`src/rtl/matrix_key_debounce_autorepeat_assert.svh`:
```
// Assertion macros shared by the keypad debounce RTL.
`ifndef MATRIX_KEY_DEBOUNCE_AUTOREPEAT_ASSERT_SVH
`define MATRIX_KEY_DEBOUNCE_AUTOREPEAT_ASSERT_SVH

// Checked only while out of reset.
`define MKDA_ASSERT(label, prop, msg) \
    label: assert property (@(posedge i_clk) disable iff (!i_rst_n) prop) else $error(msg);

// Checked at every edge, reset included.
`define MKDA_ASSERT_ALWAYS(label, prop, msg) \
    label: assert property (@(posedge i_clk) prop) else $error(msg);

`endif

```
`src/rtl/mkda_pkg.sv`:
```
// Types, constants and the key remap table of the keypad debounce block.
package mkda_pkg;

    localparam int NUM_ROWS    = 4;
    localparam int NUM_COLS    = 4;
    localparam int KEY_COUNT   = 16;
    localparam int KEY_W       = $clog2(KEY_COUNT);
    localparam int TICK_W      = 8;
    localparam int LIN_W       = 8;
    localparam int CFG_IDX_W   = 2;

    localparam logic [TICK_W-1:0] FIRST_DELAY_RST     = 8'd30;
    localparam logic [TICK_W-1:0] REPEAT_INTERVAL_RST = 8'd20;
    localparam logic [TICK_W-1:0] RELEASE_HOLDOFF_RST = 8'd10;

    localparam logic [CFG_IDX_W-1:0] CFG_FIRST_DELAY     = 2'd0;
    localparam logic [CFG_IDX_W-1:0] CFG_REPEAT_INTERVAL = 2'd1;
    localparam logic [CFG_IDX_W-1:0] CFG_RELEASE_HOLDOFF = 2'd2;

    localparam logic [KEY_W-1:0] REMAP_TAB [KEY_COUNT] = '{
        4'd13, 4'd12, 4'd11, 4'd10,
        4'd15, 4'd9,  4'd6,  4'd3,
        4'd0,  4'd8,  4'd5,  4'd2,
        4'd14, 4'd7,  4'd4,  4'd1
    };

    typedef enum logic [2:0] {
        PH_IDLE    = 3'd0,
        PH_CONFIRM = 3'd1,
        PH_FIRST   = 3'd2,
        PH_REPEAT  = 3'd3,
        PH_HOLD    = 3'd4
    } t_phase;

    typedef struct packed {
        logic [1:0] row;
        logic [1:0] column;
        logic       pressed;
    } t_in;

    typedef struct packed {
        logic [KEY_W-1:0] key_code;
        logic             is_on;
    } t_out;

    typedef struct packed {
        logic [TICK_W-1:0] first_delay;
        logic [TICK_W-1:0] repeat_interval;
        logic [TICK_W-1:0] release_holdoff;
    } t_cfg;

    typedef struct packed {
        t_phase            phase;
        logic [TICK_W-1:0] ticks;
    } t_key_state;

    typedef struct packed {
        logic emit;
        logic is_on;
    } t_event;

endpackage

```
`src/rtl/mkda_key_update.sv`:
```
// Per-key phase machine: next phase, next tick count and the event of one sample.
module mkda_key_update (
    input  mkda_pkg::t_key_state          i_state,
    input  logic                          i_pressed,
    input  mkda_pkg::t_cfg                i_cfg,
    output mkda_pkg::t_key_state          o_next,
    output mkda_pkg::t_event              o_event
);
    import mkda_pkg::*;

    logic [TICK_W-1:0] ticks_inc;

    assign ticks_inc = i_state.ticks + 8'd1;

    // Next state.
    always_comb begin
        o_next = i_state;
        unique case (i_state.phase)
            PH_IDLE: begin
                if (i_pressed) begin
                    o_next.phase = PH_CONFIRM;
                end
            end
            PH_CONFIRM: begin
                if (i_pressed) begin
                    o_next.phase = PH_FIRST;
                    o_next.ticks = '0;
                end else begin
                    o_next.phase = PH_IDLE;
                end
            end
            PH_FIRST: begin
                if (i_pressed) begin
                    if (i_state.ticks >= i_cfg.first_delay) begin
                        o_next.phase = PH_REPEAT;
                        o_next.ticks = '0;
                    end else begin
                        o_next.ticks = ticks_inc;
                    end
                end else begin
                    o_next.phase = PH_HOLD;
                    o_next.ticks = '0;
                end
            end
            PH_REPEAT: begin
                if (i_pressed) begin
                    if (i_state.ticks >= i_cfg.repeat_interval) begin
                        o_next.ticks = '0;
                    end else begin
                        o_next.ticks = ticks_inc;
                    end
                end else begin
                    o_next.phase = PH_HOLD;
                    o_next.ticks = '0;
                end
            end
            PH_HOLD: begin
                // The contact is not looked at until the holdoff has run out.
                if (i_state.ticks < i_cfg.release_holdoff) begin
                    o_next.ticks = ticks_inc;
                end else begin
                    o_next.phase = PH_IDLE;
                end
            end
            default: begin
                o_next.phase = PH_IDLE;
            end
        endcase
    end

    // Event output.
    always_comb begin
        o_event = '0;
        unique case (i_state.phase)
            PH_CONFIRM: begin
                o_event.emit  = 1'b1;
                o_event.is_on = i_pressed;
            end
            PH_FIRST: begin
                o_event.emit  = !i_pressed || (i_state.ticks >= i_cfg.first_delay);
                o_event.is_on = i_pressed;
            end
            PH_REPEAT: begin
                o_event.emit  = !i_pressed || (i_state.ticks >= i_cfg.repeat_interval);
                o_event.is_on = i_pressed;
            end
            default: begin
                o_event = '0;
            end
        endcase
    end

endmodule

```
`src/rtl/matrix_key_debounce_autorepeat.sv`:
```
// Top level of the keypad debounce and auto-repeat block.
// One keypad sample request is taken every clock while the output is not held
// up. A sample is registered at acceptance, its key's phase and tick count are
// read, updated and written back when it leaves the update stage, and any ON or
// OFF event lands in the output register at that same edge. The rate of one
// sample per clock is set by that single read-modify-write of the per-key
// state, which lives in flip-flops and is cleared by reset. While a result
// waits at the output without being taken, the sample in the update stage is
// held and no further request is accepted; if that stage is empty, one request
// is still taken into it.
module matrix_key_debounce_autorepeat (
    input  logic                          i_clk,
    input  logic                          i_rst_n,
    input  logic                          i_in_valid,
    output logic                          o_in_ready,
    input  mkda_pkg::t_in                 i_in_data,
    output logic                          o_out_valid,
    input  logic                          i_out_ready,
    output mkda_pkg::t_out                o_out_data,
    input  logic                          i_cfg_we,
    input  logic [mkda_pkg::CFG_IDX_W-1:0] i_cfg_index,
    input  logic [mkda_pkg::TICK_W-1:0]   i_cfg_data
);
    import mkda_pkg::*;

    t_cfg              r_cfg;
    logic              r_s1_valid;
    logic              r_s1_in_grid;
    logic [KEY_W-1:0]  r_s1_key;
    logic              r_s1_pressed;
    t_phase            r_phase [KEY_COUNT];
    logic [TICK_W-1:0] r_ticks [KEY_COUNT];
    logic              r_out_valid;
    t_out              r_out;

    logic              n_in_grid;
    logic [LIN_W-1:0]  n_lin;
    logic [KEY_W-1:0]  n_key;
    logic              in_fire;
    logic              advance;
    t_key_state        cur_state;
    t_key_state        upd_state;
    t_event            upd_event;

    // Position to key code.
    always_comb begin
        n_in_grid = (int'(i_in_data.row) < NUM_ROWS) && (int'(i_in_data.column) < NUM_COLS);
        n_lin     = LIN_W'(int'(i_in_data.row) * NUM_COLS + int'(i_in_data.column));
        n_key     = (n_lin < LIN_W'(KEY_COUNT)) ? REMAP_TAB[n_lin[KEY_W-1:0]]
                                                : n_lin[KEY_W-1:0];
    end

    assign advance    = r_s1_valid && (!r_out_valid || i_out_ready);
    assign o_in_ready = !r_s1_valid || advance;
    assign in_fire    = i_in_valid && o_in_ready;

    always_ff @(posedge i_clk) begin
        if (!i_rst_n) begin
            r_cfg.first_delay     <= FIRST_DELAY_RST;
            r_cfg.repeat_interval <= REPEAT_INTERVAL_RST;
            r_cfg.release_holdoff <= RELEASE_HOLDOFF_RST;
        end else if (i_cfg_we) begin
            unique case (i_cfg_index)
                CFG_FIRST_DELAY:     r_cfg.first_delay     <= i_cfg_data;
                CFG_REPEAT_INTERVAL: r_cfg.repeat_interval <= i_cfg_data;
                CFG_RELEASE_HOLDOFF: r_cfg.release_holdoff <= i_cfg_data;
                default: begin
                end
            endcase
        end
    end

    always_ff @(posedge i_clk) begin
        if (!i_rst_n) begin
            r_s1_valid <= 1'b0;
        end else if (o_in_ready) begin
            r_s1_valid <= i_in_valid;
        end
    end

    always_ff @(posedge i_clk) begin
        if (in_fire) begin
            r_s1_in_grid <= n_in_grid;
            r_s1_key     <= n_key;
            r_s1_pressed <= i_in_data.pressed;
        end
    end

    assign cur_state.phase = r_phase[r_s1_key];
    assign cur_state.ticks = r_ticks[r_s1_key];

    mkda_key_update u_key_update (
        .i_state   (cur_state),
        .i_pressed (r_s1_pressed),
        .i_cfg     (r_cfg),
        .o_next    (upd_state),
        .o_event   (upd_event)
    );

    always_ff @(posedge i_clk) begin
        if (!i_rst_n) begin
            for (int k = 0; k < KEY_COUNT; k++) begin
                r_phase[k] <= PH_IDLE;
                r_ticks[k] <= '0;
            end
        end else if (advance && r_s1_in_grid) begin
            r_phase[r_s1_key] <= upd_state.phase;
            r_ticks[r_s1_key] <= upd_state.ticks;
        end
    end

    always_ff @(posedge i_clk) begin
        if (!i_rst_n) begin
            r_out_valid <= 1'b0;
        end else if (advance) begin
            r_out_valid <= r_s1_in_grid && upd_event.emit;
        end else if (i_out_ready) begin
            r_out_valid <= 1'b0;
        end
    end

    always_ff @(posedge i_clk) begin
        if (advance && r_s1_in_grid && upd_event.emit) begin
            r_out.key_code <= r_s1_key;
            r_out.is_on    <= upd_event.is_on;
        end
    end

    assign o_out_valid = r_out_valid;
    assign o_out_data  = r_out;

`include "matrix_key_debounce_autorepeat_assert.svh"

    `MKDA_ASSERT(a_no_result_after_reset, !$past(i_rst_n) |-> !o_out_valid, "result offered straight after reset")
    `MKDA_ASSERT(a_event_key, advance && r_s1_in_grid && upd_event.emit |=> o_out_valid && o_out_data.key_code == $past(r_s1_key), "event lost or wrong key")
    `MKDA_ASSERT(a_off_grid_silent, advance && !r_s1_in_grid |=> !o_out_valid, "off-grid sample gave a result")
    `MKDA_ASSERT(a_stall_cause, r_s1_valid && !advance |-> o_out_valid && !i_out_ready, "update stage stalled without a waiting result")

endmodule

```
`config.mk`:
```
export PLATFORM = sky130hd
export DESIGN_NAME = matrix_key_debounce_autorepeat
export DESIGN_NICKNAME = d
export VERILOG_FILES = /design/src/rtl/mkda_pkg.sv /design/src/rtl/mkda_key_update.sv /design/src/rtl/matrix_key_debounce_autorepeat.sv
export VERILOG_INCLUDE_DIRS = /design/src /design/src/rtl
export SDC_FILE = /design/constraint.sdc
export NUM_CORES = 1
export LEC_CHECK = 0
export BUFFER_PORTS_ARGS = -buffer_cell sky130_fd_sc_hd__buf_2
export CAP_MARGIN = 10
export CORE_MARGIN = 2
export CORE_UTILIZATION = 56
export DETAILED_ROUTE_END_ITERATION = 16
export PLACE_DENSITY_LB_ADDON = 0.12
export REMOVE_ABC_BUFFERS = 1
export SLEW_MARGIN = 20
export SYNTH_ARGS = -nofsm -noshare
export SYNTH_HDL_FRONTEND = slang
export SYNTH_SLANG_ARGS = --single-unit
export TNS_END_PERCENT = 30
```
`constraint.sdc`:
```
create_clock -name i_clk -period 4.4 [get_ports i_clk]
set_clock_uncertainty 0.1 [all_clocks]
set_input_delay 0 -clock i_clk [delete_from_list [all_inputs] [get_ports i_clk]]
set_output_delay 0 -clock i_clk [all_outputs]
set_load 0.005 [all_outputs]
```
# Word-level counts from Yosys, hierarchy flattened
# Memories as Yosys holds them, arrays and structs flattened. A register that Yosys moved wholly into a read port is not among the register bits.
# Cells that the tools add are included.
[op_classes] n_addsub=2 multipliers=0 div_mod_pow=0 n_lt_le_gt_ge=3 n_eq_ne=6 n_shift=0 muxes=26 bitwise=1 n_reduce_logical=18
[ops] cell="$mux W8" n=6
[ops] cell="$pmux W8 S4" n=1
[ops] cell="$ge A8 B8 Y1" n=2
[ops] cell="$mux W3" n=5
[ops] cell="$pmux W3 S5" n=1
[ops] cell="$mux W11" n=1
[ops] cell="$add A8 B1 Y8 const B" n=1
[ops] cell="$lt A8 B8 Y1" n=1
[ops] cell="$mux W1" n=8
[ops] cell="$mux W4" n=2
[ops] cell="$reduce_or A8 Y1" n=1
[ops] cell="$eq A3 B2 Y1 const B" n=2
[ops] cell="$pmux W2 S3" n=1
[ops] cell="$reduce_and A2 Y1" n=3
[ops] cell="$add A4 B2 Y5" n=1
[ops] cell="$not A4 Y5" n=1
[ops] cell="$logic_or A1 B1 Y1" n=4
[ops] cell="$eq A3 B1 Y1 const B" n=1
[ops] cell="$eq A3 B3 Y1 const B" n=1
[ops] cell="$logic_and A1 B1 Y1" n=3
[ops] cell="$logic_not A1 Y1" n=3
[ops] cell="$logic_not A3 Y1" n=1
[ops] cell="$reduce_or A3 Y1" n=1
[ops] cell="$eq A2 B1 Y1 const B" n=1
[ops] cell="4 further kinds" n=4
[totals] reg_bits=32 latchBits=0 mem_bits_rw=176 romBits=64 in_bits=20 output_inout_bits=7 word_cells=67 n_memories=3
[memory_table] name="r_ticks" words=16 width=8 rd=1 rd_clocked_by_memory_dff=0 write_ports=16 line="matrix_key_debounce_autorepeat.sv:32" text="logic [TICK_W-1:0] r_ticks [KEY_COUNT];"
[memory_table] name="(no name shown)" words=16 width=4 rd=1 rd_clocked_by_memory_dff=1 write_ports=0 line="matrix_key_debounce_autorepeat.sv:49" text="n_key = (n_lin < LIN_W'(KEY_COUNT)) ? REMAP_TAB[n_lin[KEY_W-1:0]]"
[memory_table] name="r_phase" words=16 width=3 rd=1 rd_clocked_by_memory_dff=0 write_ports=16 line="matrix_key_debounce_autorepeat.sv:31" text="t_phase r_phase [KEY_COUNT];"

# Longest topological paths before layout
# Gate-level depths: netlist of the first run.
[depth] ltp_word=8 ltp_mapped=16 mapped_depth_nobuf=12

# Cells and area by module
# A second synthesis of the first run with hierarchy kept.
[hier_totals] hier_cells=825 area_unflattened_um2=10456.3
[modules_own_cells] mod="matrix_key_debounce_autorepeat" n_inst=1 cells_per_inst=679 area_each_um2=9472.8 seq_area_each_um2=6105.9
[modules_own_cells] mod="mkda_key_update" n_inst=1 cells_per_inst=146 area_each_um2=983.4 seq_area_each_um2=0.0

# Worst setup path before layout of the first run
# No wires, ideal clock.
[synth_path] path_type="reg-to-reg" from="reg r_s1_key[0]" to="reg r_out, in the netlist o_out_data[0] (enable)" setup_time_ps=403 arrival_time_ps=4020 required_ps=3897 path_slack_ps=-123 path_stages_with_launch=12 n_path_buf=3 synth_period_minus_slack_ps=4523 cell_sequence="edfxtp_1 buf_4 buf_2 buf_4 mux4_2 mux4_2 ha_1 nand4_1 o31a_1 nand2_1 o21ai_0 a2111oi_0"
[synth_via] elab_chain_cells=5 elab_cells_between_ends=11 cone_classes="2 x order compare; 3 x eq/ne; 1 x mux; 3 x reduce/logical; 2 x memory"
[synth_lines] item="start, declared" line="matrix_key_debounce_autorepeat.sv:29" text="logic [KEY_W-1:0] r_s1_key;"
[synth_lines] item="$mem_v2 Z16 W8"
[synth_lines] item="$ge A8 B8 Y1, on equally long branches" line="mkda_key_update.sv:84, mkda_key_update.sv:80"
[synth_lines] item="$logic_or A1 B1 Y1, on equally long branches" line="mkda_key_update.sv:84, mkda_key_update.sv:80"
[synth_lines] item="$pmux W2 S3 (*)" line="mkda_key_update.sv:74" text="unique case (i_state.phase)"
[synth_lines] item="$logic_and A1 B1 Y1 (*)" line="matrix_key_debounce_autorepeat.sv:123" text="if (advance && r_s1_in_grid && upd_event.emit) begin"
[synth_lines] item="end, declared" line="matrix_key_debounce_autorepeat.sv:34" text="t_out r_out;"
# Mark *: on every way between the ends. The rest lies on a longest branch, timed or not.
# A chain may end at the register's enable or synchronous reset.

==> results of run 1 <==
==> how the worst max path moves through the flow <==
stage | startpoint | to | slack (ps) | cells after the start
2_1_floorplan | r_s1_key[0]$_DFFE_PP_ | r_ticks[10][2]$_SDFFCE_PN0P_ | -960 | 10
3_3_place_gp | r_s1_key[0]$_DFFE_PP_ | r_ticks[5][6]$_SDFFCE_PN0P_ | 80 | 12
3_5_place_dp | r_s1_key[0]$_DFFE_PP_ | r_ticks[13][6]$_SDFFCE_PN0P_ | -40 | 12
4_1_cts | r_s1_key[0]$_DFFE_PP_ | r_ticks[10][4]$_SDFFCE_PN0P_ | 20 | 13
5_1_grt | r_s1_key[1]$_DFFE_PP_ | r_ticks[10][2]$_SDFFCE_PN0P_ | 30 | 16
6_report | r_s1_key[1]$_DFFE_PP_ | r_ticks[8][2]$_SDFFCE_PN0P_ | 140 | 16
==> critical path, stage by stage, from the launching register on <==
cell,delay (ps)
edfxtp_1,390
buf_12,190
mux4_1,560
mux2i_1,250
mux2_2,280
buf_4,160
ha_1,220
nand2b_1,140
a21o_1,180
a211oi_1,390
o31a_1,240
nand4b_1,180
o311ai_4,120
buf_12,200
a21boi_4,70
buf_12,160
nor3_1,210
==> registers in the layout (all words and copies together) (netlist names) <==
signal and flops:
o_out_data 5, o_out_valid 1, r_cfg 24, r_phase 48, r_s1_key 4, r_s1_pressed 1, r_s1_valid 1, r_ticks 128
==> per-stage QoR <==
step,setup WS [ps],std cells
after floorplan,-965,724
after global routing,33.4,1096
after CTS,18.6,1093
final,143,1096
after global placement,81.5,1024
after detailed placement,-41.8,1024
==> final cells by class <==
class,count,area [um2]
Tap cell,229,287
Timing Repair Buffer,102,961
Fill cell,1320,6010
Sequential cell,212,6110
Inverter,26,97.6
Clock inverter,10,81.3
Clock buffer,31,616
Multi-Input combinational cell,486,3680
==> synthesized netlist by cell type, types with 11 or more instances <==
cell      instances  area (um2)
buf_2            11        55.1
nor2b_1          20         125
nor2_1          171         642
mux2i_1          26         260
edfxtp_1        186        5590
a21oi_1          13        65.1
inv_1            26        97.6
mux4_2           40         901
ha_1             24         300
dfxtp_1          26         521
clkbuf_1         32         120
nand2_1          62         233
==> what timing repair did <==
| action | in CTS | in global routing |
|---|---|---|
| pin swaps | 1 | 1 |
| endpoints found under the hold margin | 36 | 0 |
| hold buffers | 27 | 0 |
| resized for setup | 0 | 2 |
| setup endpoints to repair | 15 | 128 |
| setup buffers | 1 | 2 |
| cloned | 0 | 1 |
==> power by group <==
group	total (mW)	leakage [nW]	switching, mW	internal [mW]
combinational	0.887	2.06	0.506	0.381
clock	1.80	0.347	0.754	1.04
sequential	2.29	2.13	0.0297	2.26
==> cell families after synthesis <==
| family | Yosys count | synth area share [%] |
|---|---|---|
| and+or+nand+nor | 309 | 13.7 |
| DFF | 212 | 60.2 |
| buffers and inverters | 80 | 3.70 |
| AOI/OAI and AO/OA | 74 | 6.18 |
| muxes | 74 | 12.9 |
| adders and majority gates | 24 | 2.96 |
| xor gates and xnor gates | 5 | 0.432 |
==> routing by layer <==
metal | vias to the layer above | track usage, % | part of all wire [%]
met4 | 0 | 8.49 | 3.0
met3 | 50 | 5.15 | 7.1
met1 | 3298 | 34.7 | 40
met5 | - | 0 | 0
li1 | 2990 | - | -
met2 | 262 | 44.8 | 50
==> impl_metrics.yaml, run 1 <==
critical_path:
  worst_r2r_startpoint: "r_s1_key[1]$_DFFE_PP_"
  rr_worst_depth: 16
  crit_required_ps: 4630
  rrSetupSlack_ps: 140
  arrival_ps: 4490
  path_max_fanout: 18
  criticalPathCategory: "flop to flop"
  r2r-end: "r_ticks[8][2]$_SDFFCE_PN0P_"
  critPathLaunchType: "flop"
  end_kind: "flop"
power:
  power_mw: 4.98
  vdd_drop_max_v: 0.000337
  powerDensity_mw_per_mm2: 421
  power.leakage_nw: 4.53
global_routing:
  grt_start_max_net_pins: 44
  antenna_found_initial: 0
  grt_pass1_wl_um: 38300
  globalRouteOverflowTotal: 0
  grt_use_total_pct: 26.4
  first_global_vias: 6628
route:
  viasPerCell: 6.02
  vias: 6600
  firstDrtPassIters: 5
  wl_per_cell_um: 23.0
  ant_nets: 0
  wl_um: 25200
  initialDrtViolationCount: 463
  drcViolationCount: 0
floorplanning:
  chipWidth_um: 139
  start_util_pct: 56.8
  pin_count: 27
  die_y_um: 139
  core-area_mm2: 0.0178
  dieArea_mm2: 0.0192
  fp-row-count: 49
clocking:
  clkSinkCount: 212
  worstSkewPairLatency_ps: 510
  numCtsBuffers: 23
  cts.path.max_buffers: 3
  clk_pin_slew_ps: 60
  cts_tree: "built"
  clk_root_buffer_cell: "clkbuf_16"
  cts_max_level: 1
min_path:
  whs_endpoint: "r_s1_pressed$_DFFE_PP_"
  hold_depth: 2
  min_path_type: "primary input to flop"
  hp-start: "i_in_data[0]"
layout:
  antennaDiodeCount: 0
  final_cell_area_mm2: 0.0118
  fin_nets: 895
  area_delta_synth_final_pct: 16.7
  final_util_pct: 66.3
  layout_commonest_cell: "edfxtp_1"
  final_cell_mix: "edfxtp_1 (186), nor2_1 (171), nand2_1 (62)"
  drive_gt1_share_pct: 20.6
logic_synthesis:
  ys.flop_type: "edfxtp_1"
  syn-mean-instance-area_um2: 13.0
  syn_area_mm2: 0.0101
  ys_ff_latch: 212
  async_flop_share_pct: 0
  synth_edf_count: 186
  synth_cells: 778
  ys_seq_area_share_pct: 60.2
  yosys_warnings: 0
  ys_types: 63
sta:
  hold_violations: 0
  fin_setup_tns_ps: 0
  setup_viol: 0
  relSlewSlack_pct: 33.3
  worst_slew_pin_slew_ps: 998
  max_freq_ghz: 0.235
  period_needed_ps: 4260
  fin_crit_sh_pct: 96.7
  rsz0062_at_grt: "no"
  slew_violations: 0
  timing.hold.ws_ps: 119
status:
  outcome: "completed"
job:
  maxCapViolCount: 0
placed_design:
  gp_congestion: 0.880
  portBuffers: 26
  hpwlAfterDp_um: 16700
  post_dp_cell_area_mm2: 0.0108
Note: power is estimated with default switching activity, not from simulation.
==> run 2: changes to the inputs <==
--- a/config.mk
+++ b/config.mk
@@ -9,7 +9,7 @@
 export BUFFER_PORTS_ARGS = -buffer_cell sky130_fd_sc_hd__buf_2
 export CAP_MARGIN = 10
 export CORE_MARGIN = 2
-export CORE_UTILIZATION = 56
+export CORE_UTILIZATION = 55
 export DETAILED_ROUTE_END_ITERATION = 16
 export PLACE_DENSITY_LB_ADDON = 0.12
 export REMOVE_ABC_BUFFERS = 1
==> constraint.sdc (replaced) <==
create_clock -name i_clk -period 5.4 [get_ports i_clk]
set_clock_uncertainty 0.1 [all_clocks]
set_input_delay 0 -clock i_clk [delete_from_list [all_inputs] [get_ports i_clk]]
set_output_delay 0 -clock i_clk [all_outputs]
set_load 0.005 [all_outputs]
==> impl_metrics.yaml, run 2 (same netlist as run 1, synthesis figures left out) <==
layout:
  area_delta_synth_final_pct: 12.2
  largest_register_ffs: 128
  fin_nets: 863
  largestRegisters: "r_ticks x128, r_phase x48, r_cfg x24"
  final_cell_area_mm2: 0.0114
  drive_gt1_share_pct: 16.7
  layout_commonest_cell: "edfxtp_1"
  regMostFlops: "r_ticks"
  antennaDiodeCount: 0
  final_cell_mix: "edfxtp_1 (186), nor2_1 (171), nand2_1 (62)"
  final_util_pct: 63.1
sta:
  rsz0062_at_grt: "no"
  relSlewSlack_pct: 31.3
  period_needed_ps: 4710
  fin_crit_sh_pct: 87.2
  worst_slew_pin_slew_ps: 1030
  hold_violations: 0
  setup_viol: 0
  fin_setup_tns_ps: 0
  max_freq_ghz: 0.212
  setup_slack_ps: 692
  slew_violations: 0
placed_design:
  post_dp_cell_area_mm2: 0.0104
  dp_slack_ps: 716
  portBuffers: 26
  gp_congestion: 0.867
  hpwlAfterDp_um: 15600
critical_path:
  rrSetupSlack_ps: 690
  criticalPathCategory: "flop to flop"
  path_max_fanout: 44
  crit_start: "r_s1_key[0]$_DFFE_PP_"
  crit_end: "r_ticks[7][2]$_SDFFCE_PN0P_"
  critPathLaunchType: "flop"
  arrival_ps: 4850
  worst_r2r_startpoint: "r_s1_key[0]$_DFFE_PP_"
  rr_worst_depth: 13
  crit_required_ps: 5540
  end_kind: "flop"
  r2r-end: "r_ticks[7][2]$_SDFFCE_PN0P_"
clocking:
  worstSkewPairLatency_ps: 520
  clkSinkCount: 212
  clk_pin_slew_ps: 60
  cts.repair.resized: 0
  clk_root_buffer_cell: "clkbuf_16"
  cts.path.max_buffers: 3
  cts_tree: "built"
  numCtsBuffers: 22
  cts_max_level: 1
route:
  wl_um: 24500
  initialDrtViolationCount: 716
  vias: 6604
  wl_per_cell_um: 23.1
  firstDrtPassIters: 5
  drcViolationCount: 0
  ant_nets: 0
  viasPerCell: 6.22
status:
  outcome: "completed"
floorplanning:
  start_util_pct: 56.3
  core-area_mm2: 0.0180
  chipWidth_um: 140
  die_y_um: 140
  dieArea_mm2: 0.0195
  pin_count: 27
  fp-row-count: 49
power:
  power_mw: 3.86
  power.leakage_nw: 4.26
  vdd_drop_max_v: 0.000412
  powerDensity_mw_per_mm2: 340
global_routing:
  grt.met3_usage_pct: 3.30
  first_global_vias: 6449
  grt_pass1_wl_um: 38000
  antenna_found_initial: 0
  globalRouteOverflowTotal: 0
  grt_util_met2_pct: 41.2
  grtUsageMet1_pct: 36.8
  grt.busiest_layer: "met2"
  grt_start_max_net_pins: 53
  grt_use_total_pct: 25.4
job:
  maxCapViolCount: 0
min_path:
  min_path_type: "primary input to flop"
==> run 2: power breakdown <==
| group | leakage (nW) | internal (mW) | total [mW] | switching, mW |
|---|---|---|---|---|
| combinational | 1.82 | 0.216 | 0.612 | 0.397 |
| clock | 0.314 | 0.750 | 1.38 | 0.633 |
| sequential | 2.13 | 1.84 | 1.87 | 0.0246 |
==> run 2: metal layers <==
layer  share of wire (%)  up-vias
li1                    -     2913
met1                  41     3313
met2                  48      334
met3                 8.0       44
met4                 2.6        0
met5                   0        -
==> run 2: cell type report <==
| type | count | area [um2] |
|---|---|---|
| clock buffers | 25 | 562 |
| clock inverters | 13 | 81.3 |
| fillers | 1406 | 6650 |
| inverters | 26 | 97.6 |
| multi-input cells | 486 | 3670 |
| flip-flops and latches | 212 | 6110 |
| well taps | 229 | 287 |
| repair buffers | 71 | 578 |
==> run 2: worst max-delay path, cell delays in order, from the launching register on <==
cell,delay [ps]
edfxtp_1,390
buf_12,320
mux4_2,550
a22oi_1,380
nand2_1,280
ha_1,340
nand3_1,100
nor2_1,80
a221oi_1,290
o211ai_2,150
o32a_2,550
o21ai_2,170
a21boi_4,550
nor3_1,120
==> run 2: repair_timing <==
action                                  4_1_cts  5_1_grt
endpoints found under the setup margin        0        0
endpoints found under the hold margin        36        0
buffers inserted                              0        0
hold buffers                                 34        0
==> run 2: how the worst min path moves through the flow <==
stage | from | endpoint | slack (ps) | depth (start not counted)
3_3_place_gp | i_in_data[0] | r_s1_pressed$_DFFE_PP_ | 80 | 1
5_1_grt | i_in_data[0] | r_s1_pressed$_DFFE_PP_ | 110 | 2
2_1_floorplan | i_rst_n | r_cfg[10]$_SDFFE_PN1P_ | -40 | 1
6_report | i_in_data[0] | r_s1_pressed$_DFFE_PP_ | 100 | 2
4_1_cts | i_in_data[0] | r_s1_pressed$_DFFE_PP_ | 100 | 2
3_5_place_dp | i_in_data[0] | r_s1_pressed$_DFFE_PP_ | 80 | 1
==> run 2: through the flow <==
stage / instances / hold slack (ps)
3_5_place_dp: 990 / 79.7
4_1_cts: 1062 / 102
2_1_floorplan: 724 / -38.1
5_1_grt: 1062 / 107
3_3_place_gp: 990 / 80.8
6_report: 1062 / 99.8
==> run 3: changes to the inputs <==
--- a/config.mk
+++ b/config.mk
@@ -6,8 +6,10 @@
 export SDC_FILE = /design/constraint.sdc
 export NUM_CORES = 1
 export LEC_CHECK = 0
+export ABC_AREA = 1
 export BUFFER_PORTS_ARGS = -buffer_cell sky130_fd_sc_hd__buf_2
 export CAP_MARGIN = 10
+export CORE_ASPECT_RATIO = 1.25
 export CORE_MARGIN = 2
 export CORE_UTILIZATION = 55
 export DETAILED_ROUTE_END_ITERATION = 16
==> impl_metrics.yaml, run 3 <==
job:
  maxCapViolCount: 0
floorplanning:
  fp-row-count: 55
  dieArea_mm2: 0.0193
  chipWidth_um: 125
  core-area_mm2: 0.0180
  start_util_pct: 55.7
  pin_count: 27
  die_y_um: 155
critical_path:
  crit_slowest_cell: "nor2_4"
  crit_cells: 22
  rrSetupSlack_ps: 810
  arrival_ps: 4840
  worst_r2r_startpoint: "r_s1_key[0]$_DFFE_PP_"
  critPathLaunchType: "flop"
  crit_top_cell: "nand2_1"
  rr_worst_depth: 22
  end_kind: "flop"
  path_max_fanout: 27
  worstPathCellList: "buf_4 -> inv_2 -> nor2_4 -> buf_12 -> a22oi_1 -> nand2_1 -> nand2_1 -> nand4_2 -> ha_1 -> a21oi_1 -> nor2_1 -> a211oi_1 -> o21ai_0 -> nor2_1 -> nand4_1 -> nand2_1 -> inv_2 -> nand2_4 -> nand2_1 -> nand2_1 -> nand2_1 -> a21oi_1"
  r2r-end: "r_ticks[12][6]$_SDFFCE_PN0P_"
  crit_required_ps: 5640
  slowest_delay_ps: 400
  crit_family: "simple AND/OR/NAND/NOR gates"
  path_buf_inv: 4
  criticalPathCategory: "flop to flop"
min_path:
  whs_endpoint: "r_s1_pressed$_DFFE_PP_"
  hp-start: "i_in_data[0]"
  min_path_type: "primary input to flop"
  hold_depth: 2
logic_synthesis:
  async_flop_share_pct: 0
  synthTopCellsByArea: "edfxtp_1 (56%), nand2_1 (8.3%), nor2_1 (6.7%)"
  synth_cells: 979
  ys_types: 35
  syn_area_mm2: 0.0100
  ys_top_cells_by_count: "nand2_1 (222), edfxtp_1 (186), nor2_1 (178)"
  yosysMostFrequentCell: "nand2_1"
  ys_ff_latch: 212
  yosys.area.top_type: "edfxtp_1"
  ys.flop_type: "edfxtp_1"
  synth_edf_count: 186
  syn-mean-instance-area_um2: 10.2
  yosys_warnings: 0
  ys_seq_area_share_pct: 61.0
  netlist.area_leader.share_pct: 55.8
layout:
  fillers: 1488
  final_cell_mix: "nand2_1 (222), edfxtp_1 (186), nor2_1 (178)"
  drive_gt1_share_pct: 10.4
  largest_register_ffs: 128
  regMostFlops: "r_ticks"
  antennaDiodeCount: 0
  layout_commonest_cell: "nand2_1"
  area_delta_synth_final_pct: 12.2
  largestRegisters: "r_ticks x128, r_phase x48, r_cfg x24"
  fin_nets: 1068
route:
  viasPerCell: 5.79
  ant_nets: 0
  drcViolationCount: 0
  vias: 7336
  initialDrtViolationCount: 555
  wl_um: 26200
  wl_per_cell_um: 20.7
  firstDrtPassIters: 5
clocking:
  cts.path.max_buffers: 3
  clk_pin_slew_ps: 60
  cts_tree: "built"
  numCtsBuffers: 22
  worstSkewPairLatency_ps: 510
  clkSinkCount: 212
  cts_max_level: 1
  cts.repair.resized: 0
  clk_root_buffer_cell: "clkbuf_16"
sta:
  worst_slew_pin_slew_ps: 1040
  slew_violations: 0
  period_needed_ps: 4590
  max_freq_ghz: 0.218
  relSlewSlack_pct: 30.5
  timing.hold.ws_ps: 128
  fin_crit_sh_pct: 85.1
  fin_setup_tns_ps: 0
  rsz0062_at_grt: "no"
  hold_violations: 0
  setup_viol: 0
global_routing:
  antenna_found_initial: 0
  grt_util_met2_pct: 48.4
  grtUsageMet1_pct: 33.5
  grt.met3_usage_pct: 4.01
  globalRouteOverflowTotal: 0
  grt_use_total_pct: 27.0
  grt_pass1_wl_um: 40100
  grt.busiest_layer: "met2"
  first_global_vias: 7182
  grt_start_max_net_pins: 42
power:
  powerDensity_mw_per_mm2: 342
  power_mw: 3.84
  power.leakage_nw: 4.34
  vdd_drop_max_v: 0.000249
placed_design:
  hpwlAfterDp_um: 16600
  gp_congestion: 0.880
  portBuffers: 26
status:
  outcome: "completed"
run 3: changes by cell type in the layout (fill, tap and decap cells not counted), moves of 7 or more:
cell / change
nor2b_1: -20
nor2_1: +7
nor3_2: -10
mux4_2: -40
nor2_4: +14
nand2b_1: -7
mux2i_1: -26
a21oi_1: +30
buf_4: +7
o21ai_0: +18
inv_1: +27
a22oi_1: +66
nand2_1: +160
run 3: how the worst max path moves through the flow:
stage                                              end  slack, ps                  start
after global placement     r_ticks[1][6]$_SDFFCE_PN0P_        900  r_s1_key[0]$_DFFE_PP_
after CTS                 r_ticks[13][6]$_SDFFCE_PN0P_        830  r_s1_key[0]$_DFFE_PP_
after global routing      r_ticks[11][2]$_SDFFCE_PN0P_        540  r_s1_key[0]$_DFFE_PP_
after floorplan           r_ticks[10][5]$_SDFFCE_PN0P_       1100  r_s1_key[0]$_DFFE_PP_
final                     r_ticks[12][6]$_SDFFCE_PN0P_        810  r_s1_key[0]$_DFFE_PP_
after detailed placement  r_ticks[13][6]$_SDFFCE_PN0P_        860  r_s1_key[0]$_DFFE_PP_
run 3: cell families (layout without fill, tap and decap cells):
| family | count (synthesis) | count (layout) | share of synthesized area (%) |
|---|---|---|---|
| adders and majority gates | 24 | 24 | 3.00 |
| and+or+nand+nor | 457 | 457 | 19.3 |
| buffers and inverters | 116 | 175 | 5.48 |
| AOI/OAI and AO/OA | 170 | 170 | 11.2 |
| DFF | 212 | 212 | 61.0 |
run 3: final cells by class:
| type | count | area, um2 | area share (%) |
|---|---|---|---|
| sequential | 212 | 6110 | 54.4 |
| clock buffer | 27 | 591 | 5.26 |
| multi-input combinational | 651 | 3350 | 29.8 |
| timing repair buffer | 78 | 621 | 5.53 |
| tap | 228 | 285 | 2.54 |
| inverter | 59 | 221 | 1.97 |
| clock inverter | 11 | 53.8 | 0.479 |
run 3: per-layer routing:
| metal | up-vias | wire [um] | part of all wire (%) |
|---|---|---|---|
| li1 | 3469 | - | - |
| met5 | - | 0 | 0 |
| met2 | 289 | 13500 | 51 |
| met1 | 3531 | 10100 | 39 |
| met4 | 0 | 809 | 3.1 |
| met3 | 47 | 1800 | 6.9 |
run 3: per-stage QoR:
| stage | std cells | worst slack, ps | util (%) | instance area [um2] |
|---|---|---|---|---|
| final | 1266 | 807 | 62.5 | 11200 |
| after global routing | 1266 | 538 | 62.5 | 11200 |
| after CTS | 1266 | 825 | 62.5 | 11200 |
| after detailed placement | 1193 | 860 | 57.0 | 10200 |
| after global placement | 1193 | 897 | 57.0 | 10200 |
| after floorplan | 922 | 1100 | - | 9680 |
run 3: worst reg2reg max path, stage by stage, from the launching register on:
cell and delay, ps:
edfxtp_1 370, buf_4 250, inv_2 170, nor2_4 410, buf_12 270, a22oi_1 100
nand2_1 110, nand2_1 130, nand4_2 250, ha_1 290, a21oi_1 150, nor2_1 50
a211oi_1 300, o21ai_0 150, nor2_1 140, nand4_1 110, nand2_1 100, inv_2 50
nand2_4 100, nand2_1 70, nand2_1 60, nand2_1 400, a21oi_1 300
run 3: report_power, final:
group | switching [mW] | internal (mW)
logic | 0.425 | 0.159
clock network | 0.616 | 0.773
registers | 0.0217 | 1.85
run 3: timing repair:
action / CTS / global route
hold buffers: 35 / 0
setup endpoints to repair: 0 / 0
buffers inserted: 0 / 0
hold endpoints to repair: 36 / 0
